### config.mk
export PLATFORM = sky130hd
export DESIGN_NAME = psu_sat_add
export DESIGN_NICKNAME = d
export VERILOG_FILES = /design/src/rtl/psu_pkg.sv /design/src/rtl/psu_sat_add.sv
export SDC_FILE = /design/constraint.sdc
export NUM_CORES = 2
export LEC_CHECK = 0
export BUFFER_PORTS_ARGS = -buffer_cell sky130_fd_sc_hd__buf_2
export CORE_MARGIN = 2
export CORE_UTILIZATION = 60
export DETAILED_ROUTE_END_ITERATION = 12
export PLACE_DENSITY = 0.87
export SYNTH_ARGS = -nofsm -noshare
export SYNTH_HDL_FRONTEND = slang
export SYNTH_SLANG_ARGS = --single-unit
### constraint.sdc
create_clock -name clk -period 9.7 [get_ports clk]
set_input_delay 1.94 -clock clk [delete_from_list [all_inputs] [get_ports clk]]
set_output_delay 1.94 -clock clk [all_outputs]
set_load 0.05 [all_outputs]
### src/rtl/psu_pkg.sv
`default_nettype none
package psu_pkg;

  // Number of color channels; index 2 is red, 1 green, 0 blue.
  localparam int NUM_CH = 3;
  localparam int CH_W = 8;

  // Input vectors and light direction are signed Q1.14.
  localparam int VEC_W = 16;
  localparam int PROD_W = 2 * VEC_W;
  localparam int DOT_W = PROD_W + 2;
  localparam int FLR_W = DOT_W - 14;
  localparam int SD_W = 2 * FLR_W;
  localparam int S_W = SD_W + 2;

  // Coefficients in [0, 1] as Q.28.
  localparam int FRAC_W = 28;
  localparam int COEF_W = FRAC_W + 1;
  localparam int ONE_Q28 = 1 << FRAC_W;

  // Specular exponent.
  localparam int MAX_SPEC_POWER = 31;
  localparam int SPOW_W = 5;
  localparam int CNT_W = $clog2(MAX_SPEC_POWER + 1);
  localparam int PCMP_W = (CNT_W > SPOW_W) ? CNT_W : SPOW_W;

  // Saturating add: floor(SAT_K * (a + b) / (SAT_K + a * b)).
  localparam int SAT_K = 65025;
  localparam int NUM_W = 25;
  localparam int DEN_W = 17;
  localparam int DIV_ST = 4;
  localparam int SAT_LAT = DIV_ST + 1;

  // Configuration port.
  localparam int CFG_IDX_W = 3;
  localparam int CFG_DATA_W = 24;
  localparam logic [CFG_IDX_W-1:0] REG_AMBIENT  = 3'd0;
  localparam logic [CFG_IDX_W-1:0] REG_DIFFUSE  = 3'd1;
  localparam logic [CFG_IDX_W-1:0] REG_SPECULAR = 3'd2;
  localparam logic [CFG_IDX_W-1:0] REG_POWER    = 3'd3;
  localparam logic [CFG_IDX_W-1:0] REG_LIGHT_X  = 3'd4;
  localparam logic [CFG_IDX_W-1:0] REG_LIGHT_Y  = 3'd5;
  localparam logic [CFG_IDX_W-1:0] REG_LIGHT_Z  = 3'd6;

  typedef logic [NUM_CH-1:0][CH_W-1:0] rgb_t;

  typedef struct packed {
    logic signed [VEC_W-1:0] normal_x;
    logic signed [VEC_W-1:0] normal_y;
    logic signed [VEC_W-1:0] normal_z;
    logic signed [VEC_W-1:0] dir_x;
    logic signed [VEC_W-1:0] dir_y;
    logic signed [VEC_W-1:0] dir_z;
  } in_word_t;

  typedef struct packed {
    logic [CH_W-1:0] red;
    logic [CH_W-1:0] green;
    logic [CH_W-1:0] blue;
  } out_word_t;

endpackage
`default_nettype wire

### src/rtl/psu_sat_add.sv
`default_nettype none
module psu_sat_add (
  input  wire logic         clk,
  input  wire logic         rst_n,
  input  wire logic         en,
  input  wire logic         valid_i,
  input  wire psu_pkg::rgb_t a_i,
  input  wire psu_pkg::rgb_t b_i,
  output logic              valid_o,
  output psu_pkg::rgb_t     sum_o
);
  import psu_pkg::*;

  logic [DIV_ST:0]                           v_r;
  logic [DIV_ST:0][NUM_CH-1:0][NUM_W-1:0]    rem_r;
  logic [DIV_ST:0][NUM_CH-1:0][DEN_W-1:0]    den_r;
  logic [DIV_ST:0][NUM_CH-1:0][CH_W-1:0]     q_r;
  logic [NUM_CH-1:0][NUM_W-1:0]              num_nxt;
  logic [NUM_CH-1:0][DEN_W-1:0]              den_nxt;

  // Numerator and denominator per channel.
  always_comb begin
    for (int c = 0; c < NUM_CH; c++) begin
      num_nxt[c] = NUM_W'(SAT_K) * NUM_W'({1'b0, a_i[c]} + {1'b0, b_i[c]});
      den_nxt[c] = DEN_W'(SAT_K) + DEN_W'(a_i[c]) * DEN_W'(b_i[c]);
    end
  end

  always_ff @(posedge clk) begin
    if (!rst_n) begin
      v_r[0] <= 1'b0;
    end else if (en) begin
      v_r[0] <= valid_i;
    end
  end

  always_ff @(posedge clk) begin
    if (en) begin
      rem_r[0] <= num_nxt;
      den_r[0] <= den_nxt;
      q_r[0]   <= '0;
    end
  end

  // Restoring division, two quotient bits per stage; the quotient fits 8 bits.
  for (genvar t = 0; t < DIV_ST; t++) begin : g_div
    logic [NUM_CH-1:0][NUM_W-1:0] rem_nxt;
    logic [NUM_CH-1:0][CH_W-1:0]  q_nxt;

    always_comb begin
      logic [NUM_W:0] trial;
      logic [NUM_W:0] dsh;
      int             bpos;
      for (int c = 0; c < NUM_CH; c++) begin
        rem_nxt[c] = rem_r[t][c];
        q_nxt[c]   = q_r[t][c];
        for (int b = 0; b < 2; b++) begin
          bpos  = CH_W - 1 - 2 * t - b;
          dsh   = (NUM_W + 1)'(den_r[t][c]) << bpos;
          trial = {1'b0, rem_nxt[c]} - dsh;
          if (!trial[NUM_W]) begin
            rem_nxt[c] = trial[NUM_W-1:0];
            q_nxt[c]   = q_nxt[c] | (CH_W'(1) << bpos);
          end
        end
      end
    end

    always_ff @(posedge clk) begin
      if (!rst_n) begin
        v_r[t+1] <= 1'b0;
      end else if (en) begin
        v_r[t+1] <= v_r[t];
      end
    end

    always_ff @(posedge clk) begin
      if (en) begin
        rem_r[t+1] <= rem_nxt;
        den_r[t+1] <= den_r[t];
        q_r[t+1]   <= q_nxt;
      end
    end
  end

  assign valid_o = v_r[DIV_ST];

  // The remainder and divisor of the last stage are not needed.
  always_comb begin
    for (int c = 0; c < NUM_CH; c++) begin
      sum_o[c] = q_r[DIV_ST][c] | CH_W'(rem_r[DIV_ST][c] & '0) | CH_W'(den_r[DIV_ST][c] & '0);
    end
  end

endmodule
`default_nettype wire

After elaboration in Yosys (flattened, before gate mapping):

Cells that the tools add are included.

* register bits after elaboration: 605
* output and inout port bits: 25
* logic and storage cells: 122

* add/sub/neg operators: 30
* $mul: 6
* multiplexer cells: 33

Operators with widths (number)
* $mux 25: 21
* $sub 25x17->26: 3
* $sub 25x18->26: 3
* $sub 25x19->26: 3
* $sub 25x20->26: 3
* $sub 25x21->26: 3
* $sub 25x22->26: 3
* $sub 25x23->26: 3
* $sub 25x24->26: 3
* $mul 16x9->25 const A: 3
* $add 16x16->17 const A: 3
* $mul 8x8->16: 3
* $add 8x8->9: 3
* $mux 8: 3
* $mux 6: 3
* $mux 4: 3
* $mux 2: 3

Logic depth before layout (Yosys ltp):

* word-level depth: 4
* gate-level depth with buffers: 28

Worst setup path after synthesis:

No wires, ideal clock.

* path kind: input-to-reg
* from: input port a_i[1] (netlist name)
* to: register rem_r[23] (netlist name), data pin
* data arrival time: 7.172 ns
* path slack: 2.271 ns
* stages on the path: 28
* path buffers: 0
* cells stage by stage: ha_1 > a21o_1 > a21oi_1 > o21ai_0 > a21oi_1 > o21bai_1 > a21oi_1 > xnor2_1 > inv_1 > ha_1 > inv_1 > ha_1 > inv_1 > fa_1 > inv_1 > fa_1 > inv_1 > fa_1 > inv_1 > ha_1 > a21boi_0 > o21ai_0 > a21boi_0 > o21a_1 > o21ai_0 > nand2b_1 > a21oi_1 > xnor2_1

RTL lines
* start: declaration: RTL line psu_sat_add.sv:7 `input wire psu_pkg::rgb_t a_i,`
* end: declaration: RTL line psu_sat_add.sv:15 `logic [DIV_ST:0][NUM_CH-1:0][NUM_W-1:0] rem_r;`

==> results.json <==
{
  "clock-root-buffer": "sky130_fd_sc_hd__clkbuf_16",
  "tritoncts.num_buffers": 60,
  "post-route-period-util_pct": 79.6,
  "syn_area_per_cell_um2": 9.90,
  "detail_route.wl_per_cell_um": 16.2,
  "grt_util_all_layers_pct": 23.6,
  "holdBufCountCts": 0,
  "hold_path_class": "register to register",
  "cap_violations": 0,
  "cts-root-to-sink-buffers": 3,
  "num_antenna_cells": 0,
  "final_net_count": 6236,
  "synth_fp_nets": 6135,
  "num_vias": 37800,
  "globalRouteOverflowTotal": 0,
  "cp_data_required_time_ns": 10.11,
  "groute.layer.met2.usage_pct": 41.4,
  "tritoncts_clock_tree": "done",
  "die_height_um": 297,
  "top_usage_layer": "met2",
  "syn_to_final_growth_pct": 7.07,
  "period_minus_slack_ns": 7.72,
  "dieArea_um2": 88200,
  "setup_repair_after_global_routing_missed_its_margin": "no",
  "synth-edff-count": 561,
  "timing.hold.ws_ns": 0.409,
  "finalMaxSlewViolations": 0,
  "vias_per_cell": 5.82,
  "grt_util_met3_pct": 2.50,
  "max_freq_mhz": 130,
  "gp_congestion": 0.905,
  "postSynthCellCount": 5201,
  "antenna_found_initial": 2,
  "initial_core_util_pct": 60.5,
  "synth.yosys.warnings": 0,
  "run_status": "finished, final reports clean",
  "grt_pass1_wl_mm": 177,
  "postCtsResizedCells": 0,
  "core.rowCount": 107,
  "grt_start_max_net_pins": 167,
  "dp_hpwl_mm": 82.6,
  "postRouteAntennaNets": 0,
  "clkSlewWorstSetupHoldPaths_ns": 0.07,
  "startpoint_type": "input pin",
  "synth.lib_cells_used.distinct": 91,
  "timing.critical_path.fanout_max": 9,
  "worstSkewPairLatency_ns": 0.67,
  "drt_pass1_iterations": 6,
  "drc_errors": 0,
  "first_global_vias": 37600,
  "hold_viol_final": 0,
  "place.port_buffers": 76,
  "worstSetupEndpointType": "register",
  "final.setup_skew_ns": 0.0398,
  "cts.sink_count": 566,
  "slew_headroom_pct": 34.4,
  "chipWidth_um": 297,
  "kind_of_critical_path": "input pin to register",
  "first_iter_violations": 2655,
  "synth.ff_latch_count": 566,
  "syn_std_cell_area_um2": 51500,
  "htree_levels": 2,
  "finalSetupTns_ns": 0,
  "grt.met1_usage_pct": 30.9,
  "max_slew.worst_pin.slew_ns": 0.984,
  "synth_sequential_area_ratio_pct": 32.9,
  "finalSetupViolCount": 0,
  "core_outline_area_um2": 85100,
  "post_cts_buffers": 0,
  "boundaryPins": 77,
  "num-fill-cells": 6329,
  "final_layout_size_suffix_gt1_share_pct": 7.90,
  "cp.arrival_ns": 8.14,
  "route.final.wire_length_mm": 105,
  "postSynth.asyncResetShare_pct": 0,
  "synth_flop_cell": "sky130_fd_sc_hd__edfxtp_1"
}
-- cell families after synthesis --
kind of cell | Yosys count | share of synthesized area [%]
buffers and inverters | 733 | 5.39
AOI/OAI and AO/OA | 1181 | 14.6
xor gates and xnor gates | 383 | 6.53
muxes | 218 | 4.75
DFF | 566 | 32.9
and+or+nand+nor | 1238 | 11.5
adders and majority gates | 882 | 24.3
-- metrics by stage --
stage | util [%] | instances | worst slack [ns] | cell area [um^2]
3_5_place_dp | 62.6 | 6384 | 1.50 | 53300
4_1_cts | 64.8 | 6496 | 2.09 | 55200
6_report | 64.8 | 6496 | 1.98 | 55200
3_3_place_gp | 62.6 | 6384 | 1.69 | 53300
2_1_floorplan | - | 5201 | 2.27 | 51500
5_1_grt | 64.8 | 6496 | 1.60 | 55200
-- synthesized netlist by cell type, types with 6 or more instances --
library cell | number | area share [%]
sky130_fd_sc_hd__a21oi_1 | 359 | 3.5
sky130_fd_sc_hd__o211a_1 | 6 | 0.12
sky130_fd_sc_hd__buf_2 | 7 | 0.068
sky130_fd_sc_hd__a21boi_0 | 16 | 0.23
sky130_fd_sc_hd__o21bai_1 | 45 | 0.66
sky130_fd_sc_hd__nor2_1 | 347 | 2.5
sky130_fd_sc_hd__o21ai_0 | 264 | 2.6
sky130_fd_sc_hd__o2111ai_1 | 9 | 0.15
sky130_fd_sc_hd__o41a_1 | 6 | 0.13
sky130_fd_sc_hd__a311oi_1 | 10 | 0.17
sky130_fd_sc_hd__nand4_1 | 20 | 0.24
sky130_fd_sc_hd__a221oi_1 | 6 | 0.10
sky130_fd_sc_hd__fa_1 | 198 | 7.7
sky130_fd_sc_hd__mux2i_1 | 30 | 0.58
sky130_fd_sc_hd__ha_1 | 684 | 17
sky130_fd_sc_hd__a21o_1 | 133 | 1.9
sky130_fd_sc_hd__mux2_4 | 8 | 0.23
sky130_fd_sc_hd__nand2b_1 | 71 | 0.86
sky130_fd_sc_hd__o31ai_1 | 33 | 0.48
sky130_fd_sc_hd__a41oi_1 | 6 | 0.10
sky130_fd_sc_hd__nor4_1 | 18 | 0.22
sky130_fd_sc_hd__or3_1 | 31 | 0.38
sky130_fd_sc_hd__edfxtp_1 | 561 | 33
sky130_fd_sc_hd__nor3b_1 | 6 | 0.087
sky130_fd_sc_hd__a211o_1 | 11 | 0.19
sky130_fd_sc_hd__and2_1 | 105 | 1.3
sky130_fd_sc_hd__inv_1 | 678 | 4.9
sky130_fd_sc_hd__o21a_1 | 94 | 1.4
sky130_fd_sc_hd__xnor2_1 | 267 | 4.5
sky130_fd_sc_hd__a31oi_1 | 28 | 0.34
sky130_fd_sc_hd__or2_2 | 23 | 0.28
sky130_fd_sc_hd__o41ai_1 | 12 | 0.20
sky130_fd_sc_hd__and3_1 | 35 | 0.43
sky130_fd_sc_hd__a211oi_1 | 37 | 0.54
sky130_fd_sc_hd__nand3b_1 | 7 | 0.10
sky130_fd_sc_hd__mux2_2 | 180 | 3.9
sky130_fd_sc_hd__o211ai_1 | 35 | 0.51
sky130_fd_sc_hd__xor2_1 | 115 | 2.0
sky130_fd_sc_hd__nor3_1 | 92 | 0.89
sky130_fd_sc_hd__nand2_1 | 334 | 2.4
sky130_fd_sc_hd__clkbuf_1 | 37 | 0.27
sky130_fd_sc_hd__o31a_1 | 11 | 0.19
sky130_fd_sc_hd__nor2b_1 | 68 | 0.83
sky130_fd_sc_hd__nand3_1 | 55 | 0.53
-- per-layer routing --
layer,part of all wire [%],wire length (um),vias to the layer above
met1,44,46100,17900
met4,2.7,2830,0
met5,0,0,-
met3,5.1,5420,212
li1,-,-,18600
met2,48,51000,1041
-- critical path: stages --
cell,delay [ns]
sky130_fd_sc_hd__buf_2,0.16
sky130_fd_sc_hd__ha_1,0.31
sky130_fd_sc_hd__a21o_1,0.17
sky130_fd_sc_hd__a21oi_1,0.21
sky130_fd_sc_hd__o21ai_0,0.11
sky130_fd_sc_hd__a21oi_1,0.22
sky130_fd_sc_hd__xnor2_1,0.34
sky130_fd_sc_hd__inv_1,0.19
sky130_fd_sc_hd__fa_1,0.47
sky130_fd_sc_hd__inv_1,0.25
sky130_fd_sc_hd__fa_1,0.47
sky130_fd_sc_hd__ha_1,0.30
sky130_fd_sc_hd__inv_1,0.06
sky130_fd_sc_hd__fa_1,0.55
sky130_fd_sc_hd__inv_1,0.07
sky130_fd_sc_hd__ha_1,0.36
sky130_fd_sc_hd__nor2b_1,0.17
sky130_fd_sc_hd__o21ai_0,0.31
sky130_fd_sc_hd__a21boi_0,0.22
sky130_fd_sc_hd__o21ai_0,0.32
sky130_fd_sc_hd__a21boi_0,0.19
sky130_fd_sc_hd__o21a_1,0.22
sky130_fd_sc_hd__o21ai_0,0.17
sky130_fd_sc_hd__nand2b_1,0.08
sky130_fd_sc_hd__a21oi_1,0.17
sky130_fd_sc_hd__xnor2_1,0.08
-- final cells by class --
class | count | area (um^2) | share of cell area (%)
Clock buffer | 70 | 1540 | 2.79
Clock inverter | 42 | 340 | 0.617
Inverter | 681 | 2560 | 4.63
Multi-Input combinational cell | 3902 | 31800 | 57.7
Sequential cell | 566 | 16900 | 30.7
Tap cell | 1144 | 1430 | 2.60
Timing Repair Buffer | 91 | 541 | 0.980
-- path summary, 6_finish.rpt --
path | startpoint | to | slack, ns | cells after the start
min | q_r[71]$_DFFE_PP_ | q_r[95]$_DFFE_PP_ | 0.41 | 0
max | a_i[1] | rem_r[23]$_DFFE_PP_ | 1.98 | 26
max reg2reg | rem_r[57]$_DFFE_PP_ | rem_r[134]$_DFFE_PP_ | 2.17 | 22
min reg2reg | q_r[71]$_DFFE_PP_ | q_r[95]$_DFFE_PP_ | 0.41 | 0
-- sequential cells by signal (all words and copies together), names as in the netlist --
name     cells
den_r      204
q_r         36
rem_r      297
sum_o       24
v_r          4
valid_o      1
-- placed cells by master (no fill, tap or decap), types with 11 or more instances in the layout --
| cell | count |
|---|---|
| sky130_fd_sc_hd__nand4_1 | 20 |
| sky130_fd_sc_hd__nor2_1 | 347 |
| sky130_fd_sc_hd__buf_2 | 75 |
| sky130_fd_sc_hd__mux2i_1 | 30 |
| sky130_fd_sc_hd__ha_1 | 684 |
| sky130_fd_sc_hd__nand3_1 | 55 |
| sky130_fd_sc_hd__clkbuf_16 | 60 |
| sky130_fd_sc_hd__mux2_2 | 180 |
| sky130_fd_sc_hd__a211o_1 | 11 |
| sky130_fd_sc_hd__nor4_1 | 17 |
| sky130_fd_sc_hd__o21ai_0 | 264 |
| sky130_fd_sc_hd__o211ai_1 | 35 |
| sky130_fd_sc_hd__o21bai_1 | 45 |
| sky130_fd_sc_hd__edfxtp_1 | 561 |
| sky130_fd_sc_hd__xnor2_1 | 267 |
| sky130_fd_sc_hd__fa_1 | 198 |
| sky130_fd_sc_hd__a21boi_0 | 16 |
| sky130_fd_sc_hd__a211oi_1 | 37 |
| sky130_fd_sc_hd__and3_1 | 35 |
| sky130_fd_sc_hd__o31a_1 | 11 |
| sky130_fd_sc_hd__clkinv_2 | 15 |
| sky130_fd_sc_hd__buf_4 | 12 |
| sky130_fd_sc_hd__o21a_1 | 94 |
| sky130_fd_sc_hd__a21o_1 | 133 |
| sky130_fd_sc_hd__nor2b_1 | 68 |
| sky130_fd_sc_hd__a21oi_1 | 359 |
| sky130_fd_sc_hd__nand2b_1 | 71 |
| sky130_fd_sc_hd__and2_1 | 105 |
| sky130_fd_sc_hd__inv_1 | 678 |
| sky130_fd_sc_hd__o31ai_1 | 33 |
| sky130_fd_sc_hd__or2_2 | 23 |
| sky130_fd_sc_hd__xor2_1 | 115 |
| sky130_fd_sc_hd__o41ai_1 | 12 |
| sky130_fd_sc_hd__or3_1 | 31 |
| sky130_fd_sc_hd__nor3_1 | 92 |
| sky130_fd_sc_hd__a31oi_1 | 28 |
| sky130_fd_sc_hd__nand2_1 | 334 |
Power is left out: the tool's default activity adds up to more than one toggle a clock period on the data nets, which glitch-free logic cannot reach.
